### src/rtl/trma_ram.sv
module trma_ram #(
    parameter int WIDTH = 8,
    parameter int DEPTH = 16
) (
    input  logic                     aclk,
    input  logic                     we,
    input  logic [$clog2(DEPTH)-1:0] waddr,
    input  logic [WIDTH-1:0]         wdata,
    input  logic [$clog2(DEPTH)-1:0] raddr,
    output logic [WIDTH-1:0]         rdata
);

    logic [WIDTH-1:0] mem [DEPTH];
    logic [WIDTH-1:0] rdata_reg;

    // One write port and one registered read port.
    always_ff @(posedge aclk) begin
        if (we) begin
            mem[waddr] <= wdata;
        end
        rdata_reg <= mem[raddr];
    end

    assign rdata = rdata_reg;

endmodule

### config.mk
export PLATFORM = sky130hd
export DESIGN_NAME = trma_ram
export DESIGN_NICKNAME = d
export VERILOG_FILES = /design/src/rtl/trma_ram.sv
export SDC_FILE = /design/constraint.sdc
export NUM_CORES = 1
export LEC_CHECK = 0
export BUFFER_PORTS_ARGS = -buffer_cell sky130_fd_sc_hd__clkbuf_2
export CAP_MARGIN = 15
export CORE_MARGIN = 2
export CORE_UTILIZATION = 50
export CTS_CLUSTER_DIAMETER = 200
export DETAILED_ROUTE_END_ITERATION = 16
export PLACE_DENSITY = 0.69
export SETUP_SLACK_MARGIN = 0.5
export SKIP_CTS_REPAIR_TIMING = 1
export SYNTH_ARGS = -nofsm -noshare
export SYNTH_HDL_FRONTEND = slang
export SYNTH_SLANG_ARGS = --single-unit
### constraint.sdc
create_clock -name aclk -period 1.9 [get_ports aclk]
set_input_delay 0.095 -clock aclk [delete_from_list [all_inputs] [get_ports aclk]]
set_output_delay 0.095 -clock aclk [all_outputs]
set_load 0.01 [all_outputs]
==> results of run 1 <==
[kinds of logic after synthesis]
family / Yosys count
DFF: 136
AOI/OAI and AO/OA: 16
and+or+nand+nor: 35
buffers and inverters: 10
muxes: 32
[worst max-delay path, stage by stage, from the launching register on]
cell      delay, ns
edfxtp_1       0.35
mux4_1         0.51
a22oi_2        0.27
nand2_1        0.08
[stage by stage]
step	hold slack, ns	total power [mW]
after floorplan	0.194	3.61
after CTS	-0.0128	6.55
final	0.00618	6.50
after detailed placement	0.490	3.76
after global routing	0.0203	6.72
after global placement	0.486	3.75
[per-layer routing]
metal | vias to the layer above | routed length, um | GRT usage
li1 | 1096 | - | -
met1 | 1235 | 4420 | 0.286
met2 | 89 | 4580 | 0.277
met3 | 5 | 558 | 0.0550
met4 | 0 | 84 | 0.0543
met5 | - | 0 | 0
[cell type report]
type | count | area [um^2] | area share
clock inverters | 12 | 81.3 | 0.0134
multi-input cells | 83 | 1070 | 0.176
flip-flops and latches | 136 | 4000 | 0.659
well taps | 136 | 170 | 0.0280
clock buffers | 20 | 435 | 0.0716
repair buffers | 51 | 320 | 0.0527
[how the worst max path moves through the flow]
| stage | start | end | slack, ns | depth (start not counted) |
|---|---|---|---|---|
| 3_3_place_gp | raddr[0] | rdata[4] | 0.27 | 5 |
| 3_5_place_dp | raddr[0] | rdata[4] | 0.28 | 5 |
| 5_1_grt | mem[1][3] | rdata[3] | 0.52 | 3 |
| 4_1_cts | mem[8][4] | rdata[4] | 0.49 | 3 |
| 2_1_floorplan | waddr[2] | mem[3][0] | 0.54 | 2 |
| 6_report | mem[8][4] | rdata[4] | 0.56 | 3 |
[Yosys cell counts (all sizes together)]
cell type        n
nor2b            1
buf              7
nand3            1
or3b             1
and2b            1
nor2            13
nand2b           2
edfxtp         128
clkdlybuf4s25    3
a22oi           16
mux4            32
nand3b           2
and2             1
dfxtp            8
nor3             4
nand2            9
[report_power, final]
part           total (mW)  leakage (nW)  internal (mW)  switching, mW
Sequential           3.38          1.22           3.36         0.0241
Combinational       0.313         0.613          0.136          0.178
Clock                2.81         0.247           1.63           1.18
Total                6.50          2.08           5.12           1.38
==> impl_results.md, run 1 <==
- Synth Area in Simple Gates: 0.0318
- Pre-CTS setup slack: 0.281 ns
- Die width: between 100 and 150 um
- DRC viols: 0
- Non-Filler Instances: 438
- Yosys warning count: 0
- Status: finished, final reports clean
- Ant diodes: 0
- Most frequent cells in the layout: 128 x edfxtp_1, 26 x buf_4, 25 x clkbuf_2
- Top Ports: 26
- Final core utilization: 0.600
- First-pass GRT wire length: 14900 um
- Max FFs per register: 128
- Critical Path RT: 2.29 ns
- Number of synthesized register bits: 136
- Drt initial violations: 148
- RR Endpoint: rdata[4]
- CTS Buf Count: 17
- Fin. Hold Viols: 0
- Post-synth net total: 247
- Largest net degree at the start of global routing: 17
- Final wirelength: 9650 um
- Slew Limit Headroom: 0.667
- Initial core utilization: 0.508
- Detail Route Antenna Nets: 0
- Final worst setup slack: 0.564 ns
- Area leader, netlist: edfxtp_1
- Synth area leaders: edfxtp_1 75%, mux4_2 7.9%, mux4_1 7.1%
- Worst endpoint data arrival time: 1.73 ns
- Final net count: between 300 and 400
- Unrepaired setup endpoints after global routing: false
- Clock transition at path regs: roughly 0.06 ns
- Crit. End Element: register
- Hold path cells: 1
- Total GRT Usage: 0.191
- Compound-Gate Fraction of Synth Area: 0.0233
- Vias per inst: 5.54
- Inst Count DP: 406
- Syn Std Cell Area: 5150 um^2
- Max Cap Viol: 0
- Post-route minimum period: 1.34 ns
- Wire length per cell: around 22 um
- Post-route cell area: 6080 um^2
- R2R depth: 3
- Syn-to-layout area delta: 18.1%
- Core Rows: 37
- Largest family of logic cells by synthesized area: multiplexers
- Worst r2r src: mem[8][4]
- WS Path Type: register to register
- R2R setup slack: 0.56 ns
- Fmax: between 700 and 800 MHz
- Setup TNS: 0 ns
- Worst Hold Class: primary input to register
- Dpl hpwl: 6390 um
- Drt first pass iters: 5
- Max-slew violations: 0
- Initial antenna violation count: 0
- Worst Clk Skew: 0.00744 ns
- Max FO, Critical Path: 1
- Dpl cell area: 5560 um^2
- CTS max path bufs: 2
- Core ar.: between 10000 and 15000 um^2
- Startpoint Class: register
- H-tree depth: 4
- Pwr/cell area: 1070 nW/um^2
- Avg Inst Size Synth: 22.5 um^2
- Port Buffers: 25
- Peak supply drop: 699 uV
- Share of the synthesized area in the top cell type: 0.747
- Synth Area in XOR/XNOR: 0
- Fraction of layout cells with a size suffix above 1: 0.338
- CTS root buf: clkbuf_8
- Post-synthesis mux area share: 0.150
- Hold Path Sink: mem[6][5]
- Sequential share of the synthesized area: 0.778
- Final Setup Violations: 0
- Clock Latency Late Sink: 0.51 ns
- Adder-cell share of the synthesized area: 0
- Worst slew pin tran: between 0.4 and 0.5 ns
- Overall die height: 105 um
- Vias in the first global route: 2467
- Fillers: 723
- GP Congestion: 0.754
- Fin crit share: 0.703
- Via count: 2425
- Pleak: around 2.1 nW
- Die area: 11100 um^2
- CTS tree: yes
- Post-synthesis cell count: about 230
- Most common cell after layout, fill and taps aside: edfxtp_1
- # clock sinks: 136
- Yosys cell types: 19
- Total global routing overflow: 0
- HP Start: wdata[5]
(Power assumes the default switching activity.)
==> inputs of run 2 (changes only) <==
==> constraint.sdc (replaced) <==
create_clock -name aclk -period 1.29 [get_ports aclk]
set_input_delay 0.0645 -clock aclk [delete_from_list [all_inputs] [get_ports aclk]]
set_output_delay 0.0645 -clock aclk [all_outputs]
set_load 0.01 [all_outputs]
==> run 2 against run 1 <==
Net effect: critical path depth unchanged; first-iteration DRC count increased by 8.8%; die area unchanged; final cell count increased by 0.68%; utilization increased by 3.8 points; total power increased by 53%; critical path type unchanged; critical endpoint unchanged.
==> impl_results.md, run 2 (synthesis results as in run 1) <==
- Final net count: 310 (+0.98%)
- Fin. Hold Viols: 0 (unchanged)
- Fin crit share: 0.994 (+0.291)
- Non-Filler Instances: 441 (+0.68%)
- CTS root buf: clkbuf_8
- Via count: 2414 (-0.45%)
- Routed wl met2: 5140 um (+12%)
- Wire length on met3: 538 um (-3.6%)
- Worst slew pin tran: 0.883 ns (+0.386 ns)
- Initial core utilization: 0.508 (unchanged)
- Final worst setup slack: 0.00750 ns (-0.556 ns)
- Ant diodes: 0 (unchanged)
- Core ar.: 10100 um^2 (unchanged)
- Fraction of layout cells with a size suffix above 1: 0.466 (+0.128)
- Total global routing overflow: 0 (unchanged)
- Pwr/cell area: 1540 nW/um^2 (+44%)
- Inst Count DP: 403 (-0.74%)
- Overall die height: 105 um (unchanged)
- DRC viols: 0 (unchanged)
- Total GRT Usage: 0.194 (+0.00320)
- Unrepaired setup endpoints after global routing: true
- Critical Path RT: 1.68 ns (-0.61 ns)
- Largest net degree at the start of global routing: 20 (+3)
- M1 wire length: 3900 um (-12%)
- WS Path Type: register to register
- Status: finished, final reports clean
- Most frequent cells in the layout: 128 x edfxtp_1, 32 x mux4_2, 18 x clkbuf_2
- Max Cap Viol: 0 (unchanged)
- Core Rows: 37 (unchanged)
- Pleak: 2.11 nW (+1.5%)
- Detail Route Antenna Nets: 0 (unchanged)
- Drt initial violations: 161 (+8.8%)
- Fillers: 668 (-7.6%)
- Top Ports: 26 (unchanged)
- Final wirelength: 9660 um (+0.17%)
- Port Buffers: 25 (unchanged)
- GP Congestion: 0.738 (-2.1%)
- Pre-CTS setup slack: -0.186 ns (-0.467 ns)
- CTS Buf Count: 17 (unchanged)
- Vias in the first global route: 2598 (+5.3%)
- # clock sinks: 136 (unchanged)
- Post-route minimum period: 1.28 ns (-0.0538 ns)
- Top layer in use: met4
- Max-slew violations: 0 (unchanged)
- CTS tree: yes
- Worst Hold Class: primary input to register
- Initial antenna violation count: 0 (unchanged)
- Clock Latency Late Sink: 0.51 ns (about the same)
- First-pass GRT wire length: 15300 um (+2.6%)
- Peak supply drop: 808 uV (+16%)
- Setup TNS: 0 ns (unchanged)
- Max FFs per register: 128 (unchanged)
- Worst endpoint data arrival time: 1.67 ns (-0.06 ns)
- CTS max path bufs: 2 (unchanged)
- Worst Clk Skew: 0.0112 ns (+0.00379 ns)
- Dpl hpwl: 6210 um (-2.7%)
- Syn-to-layout area delta: 25.5%
- Vias per inst: 5.47 (-1.1%)
- Drt first pass iters: 4 (-1)
- Wire length per cell: 21.9 um (-0.52%)
- Final Setup Violations: 0 (unchanged)
- Crit. End Element: register
- Die area: 11100 um^2 (unchanged)
- Slew Limit Headroom: 0.409 (-0.258)
- Clock transition at path regs: 0.06 ns (about the same)
- Startpoint Class: register
- Most common cell after layout, fill and taps aside: edfxtp_1
- Die width: 105 um (unchanged)
- Max FO, Critical Path: 1 (unchanged)
- H-tree depth: 4 (unchanged)
- Fmax: 780 MHz (+4.2%)
run 2: changes by cell type in the layout (fill, tap and decap cells not counted), sizes merged:
| cell | delta |
|---|---|
| inv | +2 |
| bufinv | +1 |
| clkinvlp | +3 |
| clkinv | -5 |
| buf | +5 |
| clkbuf | -8 |
| dlygate4sd3 | +5 |
run 2: per-layer routing:
| layer | vias up | track usage |
|---|---|---|
| met5 | - | 0 |
| met4 | 0 | 0.0629 |
| met3 | 5 | 0.0588 |
| met2 | 76 | 0.309 |
| met1 | 1244 | 0.258 |
| li1 | 1089 | - |
run 2: final timing paths:
check,from,end,slack (ns),depth (start not counted)
max,mem[11][4],rdata[4],0.008,3
min,wdata[4],mem[14][4],0.01,1
max reg2reg,mem[11][4],rdata[4],0.008,3
min reg2reg,mem[14][1],rdata[1],0.68,3
run 2: power breakdown:
part	leakage [nW]	total (mW)	internal (mW)	switching, mW
clock	0.244	4.37	2.57	1.81
combinational	0.646	0.595	0.288	0.307
sequential	1.22	4.98	4.94	0.0349
total	2.11	9.95	7.80	2.15
run 2: cell type report:
cell class,count,area (um^2),area share
multi-input combinational,83,1180,0.183
clock buffer,19,422,0.0653
clock inverter,13,123,0.0190
tap,136,170,0.0263
timing repair buffer,54,556,0.0860
sequential,136,4010,0.621
run 2: per-stage QoR:
step	utilization	cell area, um^2	power, mW	hold slack [ns]
final	0.637	6460	9.95	0.0106
after global placement	0.571	5790	5.61	0.453
after global routing	0.637	6460	10.3	0.0102
after detailed placement	0.571	5790	5.62	0.452
after CTS	0.625	6340	9.98	-0.0521
after floorplan	-	5270	5.37	0.163
run 2: worst max-delay path, cell delays in order, from the launching register on:
cell      delay (ns)
edfxtp_1        0.36
mux4_2          0.48
a22oi_2         0.21
nand2_1         0.09
